**src/sv/epoc_pkg.sv**
```systemverilog
// shared constants and types for the exact pattern occurrence counter
`default_nettype none

package epoc_pkg;

  // default depth of the pattern store and the text window
  localparam int unsigned MAX_PATTERN_DEF = 64;

  // payload widths fixed by the item format
  localparam int unsigned BYTE_W  = 8;
  localparam int unsigned COUNT_W = 32;

  // opcode values of an input item
  localparam logic OP_LOAD = 1'b0;
  localparam logic OP_TEXT = 1'b1;

  // compare stage result handed to the count stage
  typedef struct packed {
    logic valid;
    logic hit;
    logic last;
  } epoc_s1_t;

endpackage

`default_nettype wire

```
**src/sv/epoc_if.sv**
```systemverilog
// valid/ready channel interfaces for input items and result items
`default_nettype none

interface epoc_in_if;
  logic                       valid;
  logic                       ready;
  logic                       opcode;
  logic [epoc_pkg::BYTE_W-1:0] data_byte;
  logic                       last_item;

  modport source (output valid, opcode, data_byte, last_item, input ready);
  modport sink   (input valid, opcode, data_byte, last_item, output ready);
endinterface

interface epoc_out_if;
  logic                        valid;
  logic                        ready;
  logic                        match_here;
  logic [epoc_pkg::COUNT_W-1:0] match_count;
  logic                        text_done;

  modport source (output valid, match_here, match_count, text_done, input ready);
  modport sink   (input valid, match_here, match_count, text_done, output ready);
endinterface

`default_nettype wire

```
**src/sv/exact_pattern_occurrence_count_core.sv**
```systemverilog
// top level of the exact pattern occurrence counter
// a text item's compare result is registered in the compare stage, and its count
//   and result in the result register of the count stage
// throughput: one item per cycle while results are taken; the MaxPattern-wide
//   parallel window compare and the 32-bit count increment each fill one stage
// pattern load items produce no result
// reset clears pattern length, load index, bytes seen, count and stage valids;
//   pattern and window contents are not reset
`default_nettype none

module exact_pattern_occurrence_count_core #(
  parameter int unsigned MaxPattern = epoc_pkg::MAX_PATTERN_DEF
) (
  input  wire logic   clk,
  input  wire logic   rst_n,
  epoc_in_if.sink     in_if,
  epoc_out_if.source  out_if
);
  import epoc_pkg::*;

  epoc_s1_t s1;
  logic     s1_ready;

  // shift window and compare
  epoc_match #(
    .MaxPattern (MaxPattern)
  ) u_match (
    .clk      (clk),
    .rst_n    (rst_n),
    .in_if    (in_if),
    .s1_ready (s1_ready),
    .s1_r     (s1)
  );

  // count and deliver results
  epoc_count u_count (
    .clk      (clk),
    .rst_n    (rst_n),
    .s1       (s1),
    .s1_ready (s1_ready),
    .out_if   (out_if)
  );

  // a reported occurrence always leaves a nonzero count
  a_match_count: assert property (@(posedge clk) disable iff (!rst_n)
    (out_if.valid && out_if.match_here) |-> (out_if.match_count != '0))
    else $error("match reported with zero count");

  // input stalls only when both stages are full and the result is held
  a_stall_full: assert property (@(posedge clk) disable iff (!rst_n)
    !in_if.ready |-> (s1.valid && out_if.valid && !out_if.ready))
    else $error("input stalled with a free stage");

  // no result right after reset
  a_reset_idle: assert property (@(posedge clk)
    !rst_n |=> !out_if.valid)
    else $error("result valid after reset");

endmodule

`default_nettype wire

```
**src/sv/epoc_match.sv**
```systemverilog
// pattern shift register, text window and parallel window compare
`default_nettype none

module epoc_match #(
  parameter int unsigned MaxPattern = epoc_pkg::MAX_PATTERN_DEF
) (
  input  wire logic           clk,
  input  wire logic           rst_n,
  epoc_in_if.sink             in_if,
  input  wire logic           s1_ready,
  output epoc_pkg::epoc_s1_t  s1_r
);
  import epoc_pkg::*;

  localparam int unsigned LenW = $clog2(MaxPattern + 1);

  // pattern held newest-first: entry 0 is the final pattern byte
  logic [BYTE_W-1:0] pat_r   [MaxPattern];
  // text window: entry 0 is the newest text byte
  logic [BYTE_W-1:0] win_r   [MaxPattern];
  logic [BYTE_W-1:0] win_nxt [MaxPattern];

  logic [LenW-1:0] pat_len_r, pat_len_nxt;
  logic [LenW-1:0] load_idx_r, load_idx_nxt;
  logic [LenW-1:0] seen_r, seen_nxt;

  logic take, take_load, take_text, shift_en, all_eq, hit;

  assign in_if.ready = !s1_r.valid || s1_ready;
  assign take      = in_if.valid && in_if.ready;
  assign take_load = take && (in_if.opcode == OP_LOAD);
  assign take_text = take && (in_if.opcode == OP_TEXT);

  // window after the incoming byte shifts in
  always_comb begin
    win_nxt[0] = in_if.data_byte;
    for (int k = 1; k < MaxPattern; k++) begin
      win_nxt[k] = win_r[k-1];
    end
  end

  // bytes in the window, saturating at the window depth
  assign seen_nxt = (seen_r == LenW'(MaxPattern)) ? seen_r : seen_r + 1'b1;

  // compare every window byte against its pattern byte, masked by length
  always_comb begin
    all_eq = 1'b1;
    for (int k = 0; k < MaxPattern; k++) begin
      if ((LenW'(k) < pat_len_r) && (win_nxt[k] != pat_r[k])) begin
        all_eq = 1'b0;
      end
    end
    hit = (pat_len_r != '0) && (seen_nxt >= pat_len_r) && all_eq;
  end

  // pattern load bookkeeping
  always_comb begin
    pat_len_nxt  = pat_len_r;
    load_idx_nxt = load_idx_r;
    shift_en     = 1'b0;
    if (load_idx_r == '0) begin
      pat_len_nxt = '0;
    end
    if (load_idx_r < LenW'(MaxPattern)) begin
      shift_en     = 1'b1;
      load_idx_nxt = load_idx_r + 1'b1;
    end
    if (in_if.last_item) begin
      pat_len_nxt  = load_idx_nxt;
      load_idx_nxt = '0;
    end
  end

  // pattern shift register
  always_ff @(posedge clk) begin
    if (take_load && shift_en) begin
      pat_r[0] <= in_if.data_byte;
      for (int k = 1; k < MaxPattern; k++) begin
        pat_r[k] <= pat_r[k-1];
      end
    end
  end

  // text window shift register
  always_ff @(posedge clk) begin
    if (take_text) begin
      win_r <= win_nxt;
    end
  end

  // control state and compare result register
  always_ff @(posedge clk) begin
    if (!rst_n) begin
      pat_len_r  <= '0;
      load_idx_r <= '0;
      seen_r     <= '0;
      s1_r       <= '0;
    end else begin
      if (take_load) begin
        pat_len_r  <= pat_len_nxt;
        load_idx_r <= load_idx_nxt;
      end
      if (take_text) begin
        seen_r <= in_if.last_item ? '0 : seen_nxt;
      end
      if (take_text) begin
        s1_r.valid <= 1'b1;
        s1_r.hit   <= hit;
        s1_r.last  <= in_if.last_item;
      end else if (s1_ready) begin
        s1_r.valid <= 1'b0;
      end
    end
  end

endmodule

`default_nettype wire

```
**src/sv/epoc_count.sv**
```systemverilog
// saturating occurrence count and result register
`default_nettype none

module epoc_count (
  input  wire logic               clk,
  input  wire logic               rst_n,
  input  wire epoc_pkg::epoc_s1_t s1,
  output logic                    s1_ready,
  epoc_out_if.source              out_if
);
  import epoc_pkg::*;

  logic [COUNT_W-1:0] count_r, count_nxt;
  logic [COUNT_W-1:0] out_count_r;
  logic               out_valid_r, out_match_r, out_done_r;
  logic               take;

  assign s1_ready = !out_valid_r || out_if.ready;
  assign take     = s1.valid && s1_ready;

  // saturating increment on a hit
  assign count_nxt = (s1.hit && (count_r != '1)) ? count_r + 1'b1 : count_r;

  // running count and result valid
  always_ff @(posedge clk) begin
    if (!rst_n) begin
      count_r     <= '0;
      out_valid_r <= 1'b0;
    end else begin
      if (take) begin
        count_r     <= s1.last ? '0 : count_nxt;
        out_valid_r <= 1'b1;
      end else if (out_if.ready) begin
        out_valid_r <= 1'b0;
      end
    end
  end

  // result payload
  always_ff @(posedge clk) begin
    if (take) begin
      out_match_r <= s1.hit;
      out_count_r <= count_nxt;
      out_done_r  <= s1.last;
    end
  end

  assign out_if.valid       = out_valid_r;
  assign out_if.match_here  = out_match_r;
  assign out_if.match_count = out_count_r;
  assign out_if.text_done   = out_done_r;

endmodule

`default_nettype wire
```
**src/flat_wrapper.sv**
```systemverilog
// flat-port wrapper written by rule: the top's interface ports become plain ports
module exact_pattern_occurrence_count_core_flat import epoc_pkg::*;
#(
  parameter int unsigned MaxPattern = epoc_pkg::MAX_PATTERN_DEF
)
  (clk, rst_n, in_if_valid, in_if_opcode, in_if_data_byte, in_if_last_item, in_if_ready, out_if_valid, out_if_match_here, out_if_match_count, out_if_text_done, out_if_ready);
  epoc_in_if in_if_i ();
  epoc_out_if out_if_i ();
  input  wire logic clk;
  input  wire logic rst_n;
  input wire logic [$bits(in_if_i.valid)-1:0] in_if_valid;
  input wire logic [$bits(in_if_i.opcode)-1:0] in_if_opcode;
  input wire logic [$bits(in_if_i.data_byte)-1:0] in_if_data_byte;
  input wire logic [$bits(in_if_i.last_item)-1:0] in_if_last_item;
  output wire logic [$bits(in_if_i.ready)-1:0] in_if_ready;
  output wire logic [$bits(out_if_i.valid)-1:0] out_if_valid;
  output wire logic [$bits(out_if_i.match_here)-1:0] out_if_match_here;
  output wire logic [$bits(out_if_i.match_count)-1:0] out_if_match_count;
  output wire logic [$bits(out_if_i.text_done)-1:0] out_if_text_done;
  input wire logic [$bits(out_if_i.ready)-1:0] out_if_ready;
  assign in_if_i.valid = in_if_valid;
  assign in_if_i.opcode = in_if_opcode;
  assign in_if_i.data_byte = in_if_data_byte;
  assign in_if_i.last_item = in_if_last_item;
  assign in_if_ready = in_if_i.ready;
  assign out_if_valid = out_if_i.valid;
  assign out_if_match_here = out_if_i.match_here;
  assign out_if_match_count = out_if_i.match_count;
  assign out_if_text_done = out_if_i.text_done;
  assign out_if_i.ready = out_if_ready;
  exact_pattern_occurrence_count_core #(.MaxPattern(MaxPattern)) u_core (.clk(clk), .rst_n(rst_n), .in_if(in_if_i), .out_if(out_if_i));
endmodule
```
**config.mk**
```make
export PLATFORM = sky130hd
export DESIGN_NAME = exact_pattern_occurrence_count_core_flat
export DESIGN_NICKNAME = d
export VERILOG_FILES = /design/src/sv/epoc_pkg.sv /design/src/sv/epoc_if.sv /design/src/sv/exact_pattern_occurrence_count_core.sv /design/src/sv/epoc_match.sv /design/src/sv/epoc_count.sv /design/src/flat_wrapper.sv
export SDC_FILE = /design/constraint.sdc
export NUM_CORES = 1
export LEC_CHECK = 0
export BUFFER_PORTS_ARGS = -buffer_cell sky130_fd_sc_hd__buf_4
export CORE_ASPECT_RATIO = 0.8
export CORE_MARGIN = 2
export CORE_UTILIZATION = 41
export DETAILED_ROUTE_END_ITERATION = 8
export PLACE_DENSITY = 0.57
export RECOVER_POWER = 25
export SYNTH_ARGS = -nofsm -noshare
export SYNTH_HDL_FRONTEND = slang
export SYNTH_SLANG_ARGS = --single-unit
```
**constraint.sdc**
```tcl
create_clock -name clk -period 58.3 [get_ports clk]
set_input_delay 0 -clock clk [delete_from_list [all_inputs] [get_ports clk]]
set_output_delay 0 -clock clk [all_outputs]
set_load 0.1 [all_outputs]
```
Word level (Yosys, flattened, before mapping):

Memory sizes are Yosys's and may differ from the RTL's.
Index checks and enable logic that the tools add are counted.

* bits in latches: 0
* register bits after elaboration: 595
* logic and storage cells: 372
* memory bits (read-only): 0
* memories: 1
* memory bits (writable): 512
* input bits: 14
* output and inout bits: 36

Memory list
* u_core.u_match.pat_r: depth 64, width 8, read ports 64, clocked after memory_dff 0, write ports 64, line epoc_match.sv:18 `logic [BYTE_W-1:0] pat_r [MaxPattern];`

* equality and inequality tests: 66
* $mul: 0
* reduce and logical (&&, ||, !) cells: 82
* mux-type cells: 79
* bitwise logic cells: 1
* shift-type cells: 0
* magnitude comparators: 66
* div/mod/pow operators: 0
* add/subtract/negate cells: 3

Operator list (count)
* inequality test 8 bit: 64
* < comparator 6 x 7 -> 1 bit (first input constant): 32
* < comparator 5 x 7 -> 1 bit (first input constant): 16
* logical AND 1 bit: 72
* 2-to-1 mux 1 bit: 71
* 2-to-1 mux 32 bit: 2
* < comparator 4 x 7 -> 1 bit (first input constant): 8
* 2-to-1 mux 7 bit: 6
* adder 32 x 1 -> 32 bit (second input constant): 1
* inequality test 32 bit (second input constant): 1
* < comparator 3 x 7 -> 1 bit (first input constant): 4
* adder 7 x 1 -> 7 bit (second input constant): 2
* < comparator 1 x 7 -> 1 bit (first input constant): 2
* < comparator 2 x 7 -> 1 bit (first input constant): 2
* equality test 7 bit (second input constant): 1
* greater-or-equal comparator 7 bit: 1
* zero test 7 bit: 1
* < comparator 7 bit (second input constant): 1
* nonzero test 7 bit: 1
* nonzero test 2 bit: 3
* zero test 1 bit: 2
* logical OR 1 bit: 2
* AND reduction 2 bit: 1
* NOT 1 bit: 1

Depth between registers and ports, before layout:

* depth after elaboration: 67
* depth in mapped cells: 14
* mapped depth without buffers: 14

By module:

From an unflattened synthesis, not the netlist that was laid out.

* cell total of the unflattened synthesis: 2376
* area, all modules: 41711.3 um^2

Modules (own cells, without submodules)
* epoc_match: instances 1, area an instance 38192.9 um^2, sequential area each 30989.7 um^2, cells an instance 2013
* epoc_count: instances 1, area an instance 3518.4 um^2, sequential area each 1681.6 um^2, cells an instance 363

Worst setup path after synthesis:

OpenSTA, ideal clock, no wires.

* path kind: flip-flop to flip-flop
* from: register u_core.u_count.out_valid_r, in the netlist u_core.u_count.out_if.valid
* to: memory u_core.u_match.pat_r[0][0] (enable)
* library setup time: 1402 ps
* stages on the path, launching flop included: 6
* arrival time: 23475 ps
* path slack: 33423 ps
* clock period less this slack: 24877 ps
* path through: dfxtp_1 -> nand3b_1 -> nand2_1 -> or2_2 -> clkbuf_1 -> nor2_1

RTL lines
* start, declared: line epoc_count.sv:15 `logic out_valid_r, out_match_r, out_done_r;`
* start signal, assigned: line epoc_count.sv:28 `out_valid_r <= 1'b0;`
* start signal, assigned: line epoc_count.sv:32 `out_valid_r <= 1'b1;`
* start signal, assigned: line epoc_count.sv:34 `out_valid_r <= 1'b0;`
* end, declared: line epoc_match.sv:18

==> flow_summary.yaml <==
outcome:
  status: "completed"
placement:
  numPortBuffers: 49
  gp_congestion: 0.906
  dp_cells: 3710
  place.detailed.hpwl_um: 54100
  dpl_worst_slack_ns: 53.68
setup_path:
  worst_ep_arrival_time_ns: 4.90
  crit_required_ns: 58.61
  critPathKind: "reg2reg"
  cp-start-kind: "flop"
  path_cells: "nand3b_1, nand2_1, or2_2, nor2_4, buf_4, buf_4, buf_4"
  critPathMaxFanout: 72
  end_kind: "flop"
  cpMostUsedCell: "buf_4"
  cp_slowest_cell: "buf_4"
  crit_path_max_incr_delay_ns: 0.85
routing:
  drt-pass1-iter-count: 6
  via_count: 20100
  postRouteAntennaNets: 0
  wirelength_um: 82000
  dr.first_iter.drc_count: 2250
  drt_drc_violations_left: 0
  wl_per_cell_um: 20.9
  viasPerCell: 5.13
layout:
  nets: 2539
  final_common_cell: "edfxtp_1"
  layout.cells.non_filler: 3918
  drive_gt1_share_pct: 9.14
  diodes: 0
  final_cell_mix: "1,050 x edfxtp_1, 457 x xor2_1, 118 x nor4_1"
  areaGrowthSynthToFinish_pct: 13.5
sta:
  report.final.slew_viol_count: 0
  hold_slack_ns: 0.114
  maxSlewHeadroom_pct: 15.0
  setup_violations: 0
  clock.fmax_ghz: 0.217
  skew_ns: 0.0248
  setup_tns_ns: 0
  grt_setup_unrepaired: "no"
  min_period_ns: 4.60
  final.period_utilization_pct: 7.89
  finalHoldViolCount: 0
  fin_ws_ns: 53.70
  worst_pin_slew_ns: 1.26
pwr:
  pwr_density_cell_mw_per_mm2: 34.7
  irDropWorstVdd_uv: 26.3
  pwr-share-clk_pct: 40.2
  p_int_mw: 1.29
  seqPwrFrac_pct: 56.4
  switching_power_mw: 0.345
  combPwrFrac_pct: 3.4
  p_leak_nw: 15.6
  switching_share_pct: 21.1
grt:
  top_usage_layer: "met2"
  met1_usage_pct: 23.0
  gr-usage-met2_pct: 23.6
  grt_usage_pct: 15.6
  antenna_found_initial: 0
  grt_pass1_vias: 20400
  grtUsageMet3_pct: 3.01
  gr-total-overflow: 0
  grt_pass1_wl_um: 124000
  grt_max_degree: 137
cts:
  root_buffer: "clkbuf_16"
  clkSlewWorstSetupHoldPaths_ns: 0.06
  clock-sinks: 1107
  htreeDepth: 3
  tritoncts: "done"
  cts_buffers: 104
  post_cts_buffers: 0
  insertion_delay_ns: 0.70
  clock_path_buffers: 3
floorplanning:
  placementRows: 104
  start_util_pct: 41.3
  die_w_um: 360
  dieHeight_um: 289
  dieArea_mm2: 0.104
  coreArea_mm2: 0.100
  io_pins: 50
yosys:
  yosys_warnings: 0
  synthCells: 2344
  syn-num-nets: 2370
  yosysTopAreaCellShare_pct: 76.0
  syn_area_per_cell_um2: 17.7
  synth_area_leaders: "edfxtp_1 76%, xor2_1 9.6%, dfxtp_1 2.7%"
  synth_top_area_cell: "edfxtp_1"
  ys_seq_elements: 1107
  ys_seq_area_share_pct: 78.7
  synth_area_mm2: 0.0415
  synth.distinct_cells: 63
  synth_flop_cell: "edfxtp_1"
  synth_edf_count: 1050
  ys_async_sr_fraction_pct: 0
worst_hold_path:
  hold_path.class: "in2reg"
run:
  drv_cap: 0
-- path summary, 6_finish.rpt --
| check | cells past startpoint | from | end | slack [ns] |
|---|---|---|---|---|
| setup / recovery | 7 | u_core.u_match.s1_r[2]$_SDFFE_PN0P_ | u_core.u_match.pat_r[0][28]$_DFFE_PP_ | 53.70 |
| hold / removal | 2 | in_if_data_byte[1] | u_core.u_match.win_nxt[497]$_DFFE_PP_ | 0.11 |
| setup reg to reg | 7 | u_core.u_match.s1_r[2]$_SDFFE_PN0P_ | u_core.u_match.pat_r[0][28]$_DFFE_PP_ | 53.70 |
| hold reg to reg | 0 | u_core.u_match.win_nxt[443]$_DFFE_PP_ | u_core.u_match.win_nxt[435]$_DFFE_PP_ | 0.46 |
-- flip-flops by register name, indices dropped and copies added, names as in the netlist --
signal and count:
u_core.u_count.out_if.valid 1, u_core.u_count.out_if.match_here 1, u_core.u_match.seen_r 7, u_core.u_count.out_if.text_done 1, u_core.u_match.s1_r 3, u_core.u_count.count_r 32, u_core.u_match.win_nxt 504, u_core.u_count.out_if.match_count 32
u_core.u_match.load_idx_r 7, u_core.u_match.pat_len_r 7, u_core.u_match.pat_r 512
-- what timing repair did --
| item | in CTS | in global routing |
|---|---|---|
| hold buffers | 22 | 0 |
| resized for setup | 0 | 0 |
| hold endpoints to repair | 77 | 0 |
-- area by class of cell --
type,count,area [um^2]
Fill cell,8504,53300
Sequential cell,1107,32700
Multi-Input combinational cell,1177,8610
Clock buffer,127,2720
Tap cell,1325,1660
Timing Repair Buffer,99,795
Clock inverter,59,566
Inverter,24,97.6
-- cells in the mapped netlist (4+ instances only) --
cell       number
nor3_1         22
a22oi_1        14
or3_1           4
a221oi_1        5
nand4_1        38
xnor2_1        96
nor4_1        119
a2bb2oi_1       7
a21o_1          8
dfxtp_1        57
and2_1          5
a211oi_1        8
mux2i_1        13
xor2_1        457
edfxtp_1     1050
ha_1           12
or4_1           6
clkbuf_1       31
a2111oi_0       6
nor2_1         83
o21ai_0        29
nand3b_1        7
and4_1          4
inv_1          23
nand3_1        26
a31oi_1        11
a21oi_1        65
nand2_1        69
a22o_1          4
o2111ai_1       5
and3_1          4
-- power groups by stage --
stage	clock [mW]	combinational (mW)	sequential, mW
after global placement	0	0.0541	0.939
after floorplan	0	0.0314	0.958
after global routing	0.705	0.0602	0.926
final	0.659	0.0550	0.923
after CTS	0.676	0.0560	0.923
after detailed placement	0	0.0545	0.940
-- through the flow --
stage          cell area (um^2)  total power, mW  utilization [%]
3_5_place_dp              43600            0.994             43.4
3_3_place_gp              43600            0.994             43.4
2_1_floorplan             41500            0.990                -
4_1_cts                   47100             1.66             46.9
5_1_grt                   47100             1.69             46.9
6_report                  47100             1.64             46.9
-- critical path: cells and delay by family (launching register included) --
family | cells | cell delay (ns)
flip-flops | 1 | 0.33
AND/OR/NAND/NOR | 4 | 1.22
buffers and inverters | 3 | 2.43
-- logic make-up after synthesis --
group | after synthesis | synth area share (%)
buffers and inverters | 60 | 0.558
XOR/XNOR | 553 | 11.7
AND/OR/NAND/NOR | 410 | 5.39
flip-flops | 1107 | 78.7
multiplexers | 15 | 0.368
AO/OA/AOI/OAI | 187 | 2.93
adder cells (fa/ha/maj) | 12 | 0.362
-- metal layers --
metal  vias to the layer above  share of wire, %  wire length [um]
met5                         -                 0                 0
met4                         0               2.6              2150
met3                       148               5.3              4370
met2                       553                45             36500
met1                     10100                48             39000
li1                       9276                 -                 -
Note: power is estimated with default switching activity, not from simulation.
